==> src/rtl/slcan_pkg.sv <==
// Shared types and constants for the SLCAN extended frame receiver.
// No dependencies; used by every module of the block.
`default_nettype none

package slcan_pkg;

  localparam int unsigned StoreDepth = 25;

  localparam logic [7:0] CharT  = 8'h54;
  localparam logic [7:0] CharCr = 8'h0d;
  localparam logic [7:0] CharLf = 8'h0a;

  localparam logic [4:0] MarkComplete = 5'd25;
  localparam logic [4:0] MarkIdle     = 5'd26;
  localparam logic [4:0] MinChars     = 5'd9;
  localparam logic [3:0] MaxLen       = 4'd8;

  typedef logic [StoreDepth-1:0][3:0] nibbles_t;

  typedef struct packed {
    logic [7:0] rx_byte;
    logic       no_byte;
  } in_t;

  typedef struct packed {
    logic [7:0]  command_code;
    logic        response_bit;
    logic [15:0] hash_code;
    logic [3:0]  length;
    logic [63:0] payload;
  } out_t;

  // one completed frame handed from the front to the back
  typedef struct packed {
    nibbles_t nibbles;
  } frame_t;

  function automatic logic [3:0] hex_nibble(logic [7:0] c);
    logic [3:0] n;
    n = 4'd0;
    if (c >= 8'h30 && c <= 8'h39) begin
      n = 4'(c - 8'h30);
    end else if (c >= 8'h41 && c <= 8'h46) begin
      n = 4'(c - 8'h41 + 8'd10);
    end else if (c >= 8'h61 && c <= 8'h66) begin
      n = 4'(c - 8'h61 + 8'd10);
    end
    return n;
  endfunction

endpackage

`default_nettype wire

==> src/rtl/slcan_frame_receiver_core.sv <==
// Top level of the SLCAN extended frame receiver: front end, frame queue,
// back end. Depends on slcan_pkg, slcan_front, slcan_fifo, slcan_back.
//
//   channel | direction | handshake              | beat
//   in      | input     | in_valid_i/in_ready_o  | one UART poll (in_t)
//   out     | output    | out_valid_o/out_ready_i| one decoded frame (out_t)
//
// One poll beat per cycle while in_ready_o is high. A frame beat passes from
// the releasing poll into the queue, then into the output register once free.
// Reset clears the 25-entry nibble store, the fill index and the queue.
// in_ready_o drops only while the queue is full (QueueDepth frames pending
// behind a held output beat); output stalls do not stop collection.
`default_nettype none

module slcan_frame_receiver_core #(
  parameter int unsigned QueueDepth = 2
) (
  input  logic            clk_i,
  input  logic            rst_ni,
  input  logic            in_valid_i,
  output logic            in_ready_o,
  input  slcan_pkg::in_t  in_data_i,
  output logic            out_valid_o,
  input  logic            out_ready_i,
  output slcan_pkg::out_t out_data_o
);

  logic              push, pop, q_full, q_empty;
  slcan_pkg::frame_t push_data, pop_data;

  slcan_front u_front (
    .clk_i       (clk_i),
    .rst_ni      (rst_ni),
    .in_valid_i  (in_valid_i),
    .in_ready_o  (in_ready_o),
    .in_data_i   (in_data_i),
    .q_full_i    (q_full),
    .push_o      (push),
    .push_data_o (push_data)
  );

  slcan_fifo #(
    .Depth (QueueDepth)
  ) u_fifo (
    .clk_i       (clk_i),
    .rst_ni      (rst_ni),
    .push_i      (push),
    .push_data_i (push_data),
    .full_o      (q_full),
    .pop_i       (pop),
    .empty_o     (q_empty),
    .pop_data_o  (pop_data)
  );

  slcan_back u_back (
    .clk_i       (clk_i),
    .rst_ni      (rst_ni),
    .q_empty_i   (q_empty),
    .q_data_i    (pop_data),
    .pop_o       (pop),
    .out_valid_o (out_valid_o),
    .out_ready_i (out_ready_i),
    .out_data_o  (out_data_o)
  );

endmodule

`default_nettype wire

==> src/rtl/slcan_front.sv <==
// Front end: classifies each poll, collects nibbles, tracks frame state.
// Pushes a snapshot of the nibble store on emit. Depends on slcan_pkg.
`default_nettype none

module slcan_front (
  input  logic                clk_i,
  input  logic                rst_ni,
  input  logic                in_valid_i,
  output logic                in_ready_o,
  input  slcan_pkg::in_t      in_data_i,
  input  logic                q_full_i,
  output logic                push_o,
  output slcan_pkg::frame_t   push_data_o
);

  logic [3:0] store_q [slcan_pkg::StoreDepth];
  logic [4:0] fill_q, fill_d;
  logic       accept, valid_ch, is_t, is_crlf, wr_en, emit;

  assign in_ready_o = !q_full_i;
  assign accept     = in_valid_i && in_ready_o;
  assign valid_ch   = !in_data_i.no_byte;
  assign is_t       = in_data_i.rx_byte == slcan_pkg::CharT;
  assign is_crlf    = (in_data_i.rx_byte == slcan_pkg::CharCr) ||
                      (in_data_i.rx_byte == slcan_pkg::CharLf);

  always_comb begin
    fill_d = fill_q;
    wr_en  = 1'b0;
    emit   = 1'b0;
    priority if (valid_ch && is_t) begin
      fill_d = 5'd0;
    end else if (valid_ch && is_crlf && fill_q < slcan_pkg::MarkIdle) begin
      fill_d = (fill_q >= slcan_pkg::MinChars) ? slcan_pkg::MarkComplete
                                                : slcan_pkg::MarkIdle;
    end else if (valid_ch && fill_q < slcan_pkg::MarkComplete) begin
      wr_en  = 1'b1;
      fill_d = fill_q + 5'd1;
    end else if (fill_q == slcan_pkg::MarkComplete) begin
      emit   = 1'b1;
      fill_d = slcan_pkg::MarkIdle;
    end
  end

  always_ff @(posedge clk_i or negedge rst_ni) begin
    if (!rst_ni) begin
      fill_q <= 5'd0;
      for (int i = 0; i < slcan_pkg::StoreDepth; i++) begin
        store_q[i] <= 4'd0;
      end
    end else if (accept) begin
      fill_q <= fill_d;
      if (wr_en) begin
        store_q[fill_q] <= slcan_pkg::hex_nibble(in_data_i.rx_byte);
      end
    end
  end

  always_comb begin
    for (int i = 0; i < slcan_pkg::StoreDepth; i++) begin
      push_data_o.nibbles[i] = store_q[i];
    end
  end

  assign push_o = accept && emit;

endmodule

`default_nettype wire

==> src/rtl/slcan_fifo.sv <==
// Short frame queue between front and back ends.
// Depends on slcan_pkg for the entry type.
`default_nettype none

module slcan_fifo #(
  parameter int unsigned Depth = 2
) (
  input  logic              clk_i,
  input  logic              rst_ni,
  input  logic              push_i,
  input  slcan_pkg::frame_t push_data_i,
  output logic              full_o,
  input  logic              pop_i,
  output logic              empty_o,
  output slcan_pkg::frame_t pop_data_o
);

  localparam int unsigned PtrW = (Depth > 1) ? $clog2(Depth) : 1;
  localparam int unsigned CntW = $clog2(Depth + 1);
  localparam logic [PtrW-1:0] LastPtr = PtrW'(Depth - 1);
  localparam logic [CntW-1:0] FullCnt = CntW'(Depth);

  slcan_pkg::frame_t mem_q [Depth];
  logic [PtrW-1:0] wr_ptr_q, rd_ptr_q;
  logic [CntW-1:0] cnt_q;
  logic            do_push, do_pop;

  assign full_o     = cnt_q == FullCnt;
  assign empty_o    = cnt_q == '0;
  assign do_push    = push_i && !full_o;
  assign do_pop     = pop_i && !empty_o;
  assign pop_data_o = mem_q[rd_ptr_q];

  always_ff @(posedge clk_i) begin
    if (do_push) begin
      mem_q[wr_ptr_q] <= push_data_i;
    end
  end

  always_ff @(posedge clk_i or negedge rst_ni) begin
    if (!rst_ni) begin
      wr_ptr_q <= '0;
      rd_ptr_q <= '0;
      cnt_q    <= '0;
    end else begin
      if (do_push) begin
        wr_ptr_q <= (wr_ptr_q == LastPtr) ? '0 : wr_ptr_q + PtrW'(1);
      end
      if (do_pop) begin
        rd_ptr_q <= (rd_ptr_q == LastPtr) ? '0 : rd_ptr_q + PtrW'(1);
      end
      unique case ({do_push, do_pop})
        2'b10:   cnt_q <= cnt_q + CntW'(1);
        2'b01:   cnt_q <= cnt_q - CntW'(1);
        default: cnt_q <= cnt_q;
      endcase
    end
  end

endmodule

`default_nettype wire

==> src/rtl/slcan_back.sv <==
// Back end: decodes a queued frame into identifier fields, length and data,
// and holds it in the output register. Depends on slcan_pkg.
`default_nettype none

module slcan_back (
  input  logic              clk_i,
  input  logic              rst_ni,
  input  logic              q_empty_i,
  input  slcan_pkg::frame_t q_data_i,
  output logic              pop_o,
  output logic              out_valid_o,
  input  logic              out_ready_i,
  output slcan_pkg::out_t   out_data_o
);

  logic            out_valid_q;
  slcan_pkg::out_t out_q, dec;
  logic [31:0]     id;
  logic [3:0]      len;
  logic            load;

  always_comb begin
    for (int i = 0; i < 8; i++) begin
      id[31-4*i -: 4] = q_data_i.nibbles[i];
    end
    len = (q_data_i.nibbles[8] > slcan_pkg::MaxLen) ? slcan_pkg::MaxLen
                                                     : q_data_i.nibbles[8];
    dec.command_code = id[24:17];
    dec.response_bit = id[16];
    dec.hash_code    = id[15:0];
    dec.length       = len;
    for (int i = 0; i < 8; i++) begin
      dec.payload[63-8*i -: 8] = (4'(i) < len) ?
          {q_data_i.nibbles[9+2*i], q_data_i.nibbles[10+2*i]} : 8'd0;
    end
  end

  assign load  = !q_empty_i && (!out_valid_q || out_ready_i);
  assign pop_o = load;

  always_ff @(posedge clk_i or negedge rst_ni) begin
    if (!rst_ni) begin
      out_valid_q <= 1'b0;
    end else if (load) begin
      out_valid_q <= 1'b1;
    end else if (out_ready_i) begin
      out_valid_q <= 1'b0;
    end
  end

  always_ff @(posedge clk_i) begin
    if (load) begin
      out_q <= dec;
    end
  end

  assign out_valid_o = out_valid_q;
  assign out_data_o  = out_q;

endmodule

`default_nettype wire

==> config.mk <==
export PLATFORM = sky130hd
export DESIGN_NAME = slcan_frame_receiver_core
export DESIGN_NICKNAME = d
export VERILOG_FILES = /design/src/rtl/slcan_pkg.sv /design/src/rtl/slcan_frame_receiver_core.sv /design/src/rtl/slcan_front.sv /design/src/rtl/slcan_fifo.sv /design/src/rtl/slcan_back.sv
export SDC_FILE = /design/constraint.sdc
export NUM_CORES = 1
export LEC_CHECK = 0
export BUFFER_PORTS_ARGS = -buffer_cell sky130_fd_sc_hd__buf_4
export CAP_MARGIN = 20
export CELL_PAD_IN_SITES_DETAIL_PLACEMENT = 0
export CELL_PAD_IN_SITES_GLOBAL_PLACEMENT = 2
export CORE_ASPECT_RATIO = 1.5
export CORE_MARGIN = 3
export CORE_UTILIZATION = 48
export DETAILED_ROUTE_END_ITERATION = 16
export MAX_ROUTING_LAYER = met4
export PLACE_DENSITY_LB_ADDON = 0.1
export SLEW_MARGIN = 20
export SYNTH_ARGS = -nofsm -noshare
export SYNTH_HDL_FRONTEND = slang
export SYNTH_SLANG_ARGS = --single-unit
==> constraint.sdc <==
create_clock -name clk_i -period 14.5 [get_ports clk_i]
set_clock_uncertainty 0.2 [all_clocks]
set_input_delay 0.725 -clock clk_i [delete_from_list [all_inputs] [get_ports clk_i]]
set_output_delay 0.725 -clock clk_i [all_outputs]
set_load 0.02 [all_outputs]
Yosys cells after proc, flatten, opt, wreduce, memory -nomap -nowiden
Memories as Yosys holds them, arrays and structs flattened.
Index checks and enable logic that the tools add are counted.
Widths: inputs -> output; s select.

storage, ports and cells
  flip-flop bits (word level) = 203
  output and inout bits = 95
  bits in writable memories = 200
  logic and storage cells = 134
  memories kept = 1
  bits of input ports = 13

memories
  name          words  bits a word  rd ports  clocked after memory_dff  write ports  RTL line          text
  u_fifo.mem_q  2      100          1         0                         1            slcan_fifo.sv:23  slcan_pkg::frame_t mem_q [Depth];

operators by class
  equal/unequal tests = 7
  bitwise operators = 1
  magnitude comparators = 20
  multiplexer cells = 28
  reduce and logical (&&, ||, !) cells = 25
  $add $sub $neg = 10

operator list
  kind                 number
  $bwmux 100           1
  $mux 4               7
  $demux 4 s5          1
  $mux 5               4
  $eq 8x4->1 const B   2
  $ge 8x7->1 const B   2
  $le 8x7->1 const B   2
  $lt 3x4->1 const A   4
  $logic_and 1x1->1    13
  $mux 1               13
  $sub 4x1->4 const B  3
  $lt 5x5->1 const B   2
  $add 4x4->4 const B  2
  $eq 8x7->1 const B   1
  $ge 8x6->1 const B   1
  $le 8x6->1 const B   1
  $lt 1x4->1 const A   2
  $lt 2x4->1 const A   2
  $ge 6x6->1 const B   1
  $lt 6x1->1 const B   1
  $not 5->6            1
  $add 5x1->5 const B  1
  $eq 5x5->1 const B   1
  $ge 5x4->1 const B   1
  14 further kinds     22

Logic depth before layout (Yosys ltp)
  depth in word-level cells = 10
  mapped depth = 11
  gate-level depth less buffers = 11

Modules after synthesis
A second synthesis with hierarchy kept.

unflattened totals
  cells, all modules = 836
  area total of the unflattened synthesis = 15,742.6 um^2

by module, submodules not included
  module       area an instance (um^2)  instances  cells an instance  sequential area each (um^2)
  slcan_fifo   7,860.0                  1          329                6,105.9
  slcan_front  4,538.1                  1          331                2,627.5
  slcan_back   3,344.5                  1          176                2,817.7

Worst setup path after synthesis
No wires, ideal clock.

  path type = input port to flip-flop
  start = input port in_data_i[2] (netlist name)
  end = memory u_fifo.mem_q[0][10] (netlist name), enable pin
  arrival = 6.153 ns
  required time = 13.744 ns
  path buffers = 0
  path slack = 7.590 ns
  cell stages on the path = 7
  library setup time = 0.556 ns
  cell sequence = inv_1 ha_1 mux2i_1 nor4_4 nor3_1 nor3b_1 nor2b_1

on the way
  cells in the longest elaborated chain, start to end = 10
  elaborated cells on any way between the ends = 13
  those cells by class = eq/ne (3); mux (4); reduce/logical (6)

RTL lines
  item                                  RTL line                              text
  from (decl)                           slcan_frame_receiver_core.sv:22       input slcan_pkg::in_t in_data_i,
  $eq 8x4->1, on equally long branches  slcan_front.sv:24, slcan_front.sv:25
  $logic_or 1x1->1                      slcan_front.sv:24                     assign is_crlf = (in_data_i.rx_byte == slcan_pkg::CharCr) ||
  $logic_and 1x1->1 (2 in series)       slcan_front.sv:33                     end else if (valid_ch && is_crlf && fill_q < slcan_pkg::MarkIdle) begin
  $mux 1                                slcan_front.sv:33
  $mux 1 (*)                            slcan_front.sv:31                     priority if (valid_ch && is_t) begin
  $logic_and 1x1->1 (*)                 slcan_front.sv:65                     assign push_o = accept && emit;
  $logic_and 1x1->1 (*)                 slcan_fifo.sv:30                      assign do_push = push_i && !full_o;
  $mux 1 (*)                            slcan_fifo.sv:35                      if (do_push) begin
  $mux 1 (not written as such) (*)      slcan_fifo.sv:36                      mem_q[wr_ptr_q] <= push_data_i;
  to (decl)                             slcan_fifo.sv:23

Every way passes the cells marked *; elsewhere a longest branch is shown, timed or not.

Worst setup path after layout
  start = register u_front.fill_q[2]
  end = memory u_fifo.mem_q[0][32] (netlist name), enable pin

on the way
  cells in the longest elaborated chain, start to end = 9
  elaborated cells on any way between the ends = 13
  those cells by class = order compare (2); eq/ne (1); mux (6); reduce/logical (4)

RTL lines
  item                                         RTL line                              text
  from (decl)                                  slcan_front.sv:17                     logic [4:0] fill_q, fill_d;
  from (signal assigned)                       slcan_front.sv:52                     fill_q <= fill_d;
  $lt 5x5->1 or $eq 5x5->1 (tied branches)     slcan_front.sv:36, slcan_front.sv:39
  $logic_and 1x1->1 or $mux 1 (tied branches)  slcan_front.sv:36, slcan_front.sv:39
  $mux 1                                       slcan_front.sv:36                     end else if (valid_ch && fill_q < slcan_pkg::MarkComplete) begin
  $mux 1 (*)                                   slcan_front.sv:33
  $mux 1 (*)                                   slcan_front.sv:31
  $logic_and 1x1->1 (*)                        slcan_front.sv:65
  $logic_and 1x1->1 (*)                        slcan_fifo.sv:30
  $mux 1 (*)                                   slcan_fifo.sv:35
  $mux 1 (not written as such) (*)             slcan_fifo.sv:36

Marks and branches as above.

==> results by group <==
Critical path
  – CP startpoint kind: register
  – CP max FO: just over 60
  – Crit path required time: 14,440 ps
  – Crit. End Element: register
  – Flop2flop setup slack: 9940 ps
  – Setup CP Type: register to register
  – WP data arrival: 4500 ps

Synth
  – Synth Flop Type: edfxtp_1
  – Synth unique cells: 51
  – Async S/R FF share, synth: 26.96%
  – Most numerous cell in the Yosys netlist: edfxtp_1
  – Mux cell area share after synthesis: between 10% and 20%
  – XOR/XNOR share of the synthesized area: less than 1%
  – Syn_area_per_cell: 17.69 µm²
  – Largest family of logic cells by synthesized area: multiplexers
  – Post-synth EDFFs: 279
  – Ranking of synthesized cells by area: edfxtp_1, dfrtp_1, mux2_2, mux2i_1, nor2_1
  – Synth Net Count: roughly 830
  – Largest area contributor in the netlist: edfxtp_1
  – Yosys reg bits: around 380
  – Synthesized instance count: just over 800
  – Top cell type's share of synthesized area: 58.62%
  – Post-synthesis adder-cell area fraction: less than 1%
  – Synth cell count leaders: edfxtp_1, mux2_2, dfrtp_1
  – YS warnings: 0
  – Post-Synth Simple-Gate Area: about 5.4%
  – Sequential area share after synthesis: 76.66%
  – Compound-Gate Fraction of Synth Area: 1.340%
  – Synthesized area: between 10,000 and 15,000 µm²

Route
  – WL final: between 20,000 and 30,000 µm
  – Met2 wire len: 14,310 µm
  – Vias/cell: 5.173
  – Detailed Routing Iterations Pass 1: 5
  – Antenna viol nets, final: 0
  – Average wire per standard cell: around 20 µm
  – Vias post-DR: 6,968
  – DRT met1 WL: ~10,000 µm
  – Max layer used: met4
  – DRC viols: 0
  – 1st-iter DRT viols: roughly 380
  – Metal3 WL: about 1200 µm

GRT
  – Vias in the first global route: 7,286
  – Total track usage: between 10% and 20%
  – Largest net degree at the start of global routing: 73
  – First-pass GRT wire length: 41,070 µm
  – Grt total ovfl: 0
  – Initial antenna violation count: 2

Clocking
  – Total clock sinks: ~380
  – H-tree Lvls: 2
  – Worst-case clock buffer depth: 3
  – CTS tree: yes
  – Hold Buf Count CTS: 1
  – Root Buffer: clkbuf_16
  – Clock latency at the later pin of the worst-skew pair: roughly 520 ps
  – Reg clk slew, reported paths: about 70 ps
  – Setup Buffers After CTS: 0
  – PostCTS Resize Cnt: 0
  – TritonCTS Buffers: 35

STA
  – Worst setup margin: 9942 ps
  – Fin crit period: ~4600 ps
  – Worst-Margin Slew: ~960 ps
  – Max-slew violations: 0
  – F_max: 219.4 MHz
  – Unrepaired setup endpoints after global routing: no
  – Final setup vio count: 0
  – Max_slew headroom: between 30 and 40%
  – Period Utilization, post-route: between 30% and 40%
  – Total negative setup slack: 0 ps
  – Hold Slack: about 220 ps
  – Fin. Hold Viols: 0

Pwr
  – Clock share of power: approximately 28%
  – Total power: around 3200 µW
  – Switching power: between 900 and 1000 µW
  – Net Sw Frac: around 30%
  – Leakage: roughly 0.0067 µW
  – PD cells: around 190 nW/µm²
  – Internal power: 2236 µW
  – Peak VDD IR: 101.5 µV
  – Combinational fraction of design power: between 20% and 30%
  – Register share of total power: a little under half

Layout
  – Final layout net count: 954
  – Register Area: 10,960 µm²
  – Layout cell share with drive strength beyond 1: around 32%
  – Non-filler cells in the finished layout: 1,347
  – Multi-input gate area: around 3200 µm²
  – # fillers: ~2,200
  – Synth-to-layout area growth: 16.91%

Placed design
  – Port buffer count: around 110
  – RePlAce Congestion: 0.8571
  – Placed cell count: 1,283
  – Place WS: ~9700 ps
  – Hpwl dp: approximately 16,000 µm

Status
  – Outcome: complete, no violations

Floorplanning
  – Io pins: around 110
  – Die area: around 32,000 µm²
  – Total core area: ~29,000 µm²
  – DIE WIDTH: between 100 and 150 µm
  – Initial core utilization: between 40 and 50%
  – Num rows: 76
  – Die height: roughly 220 µm

Min path
  – Worst hold-check path type: input port to register

Job
  – Maxcap violations: 0
-- area by class of cell --
type                    instances  area share [%]
flip-flops and latches        382           65.60
multi-input cells             387           19.22
clock buffers                  39           5.392
repair buffers                116           5.227
well taps                     390           2.921
clock inverters                23           1.423
inverters                       9          0.2022
diodes                          1         0.01498
-- final timing paths --
path                                    startpoint                 endpoint  depth (start not counted)
max in group asynchronous                   rst_ni  u_front.push_data_o[30]                          3
max reg2reg                      u_front.fill_q[2]      u_fifo.mem_q[0][32]                          6
min reg2reg                u_front.push_data_o[80]      u_fifo.mem_q[1][80]                          0
max                              u_front.fill_q[2]      u_fifo.mem_q[0][32]                          6
min                                    out_ready_i       u_back.out_valid_o                          2
min in group asynchronous                   rst_ni          u_fifo.cnt_q[1]                          2
-- power groups by stage --
stage          Combinational, µW  Sequential, µW  Clock, µW
3_3_place_gp                 795            1520          0
5_1_grt                      848            1520        968
4_1_cts                      806            1510        924
2_1_floorplan                359            1660          0
3_5_place_dp                 802            1530          0
6_report                     786            1500        899
-- kinds of logic (layout without fill, tap and decap cells) --
logic type,count (synthesis),in the layout
other,0,1
and+or+nand+nor,156,156
xor gates and xnor gates,5,5
DFF,382,382
buffers and inverters,39,187
adders and majority gates,10,10
AOI/OAI and AO/OA,28,28
muxes,188,188
-- worst max-delay path, stage by stage (launching register included) --
cell,delay [ps]
dfrtp_1,910
o211a_1,360
nor4_4,110
nor3_1,340
nor3b_1,490
nor2b_4,890
buf_4,800
-- layer usage --
metal / GRT usage [%] / vias to the layer above
li1: - / 3265
met1: 19.66 / 3511
met2: 30.82 / 153
met3: 3.541 / 39
met4: 4.614 / 0
met5: - / -
-- layout by cell type, fill, tap and decap left out, types with 3 or more instances in the layout --
cell,Yosys,routed
xor2_1,3,3
clkbuf_1,17,3
nor2_1,84,84
clkinv_2,0,4
or4_1,4,4
bufinv_16,0,3
mux2_2,118,118
a31oi_1,3,3
nand3_1,11,11
inv_1,9,9
a21oi_1,5,4
o21ai_0,6,5
ha_1,10,10
nor2b_1,9,8
mux2i_1,69,69
edfxtp_1,279,279
clkbuf_16,0,35
nand2_1,17,17
clkinvlp_4,0,6
dfrtp_1,103,102
and2_1,4,3
inv_6,0,3
clkinv_4,0,6
nor3_1,4,4
buf_4,1,115
-- metrics by stage --
stage               util (%)  cell area [µm²]
finish                 57.61            16710
global route           57.61            16710
CTS                    57.60            16700
detailed placement     53.64            15560
global placement       53.64            15560
floorplan                  -            14290
-- registers in the layout, summed over array words and instances, names as in the netlist --
register and flops:
u_front.push_data_o 93, u_back.out_data_o 93, u_fifo.mem_q 186, u_fifo.wr_ptr_q 1, u_front.fill_q 5, u_fifo.rd_ptr_q 1
u_fifo.cnt_q 2, u_back.out_valid_o 1
No activity file was read; power rests on OpenSTA's default activity.
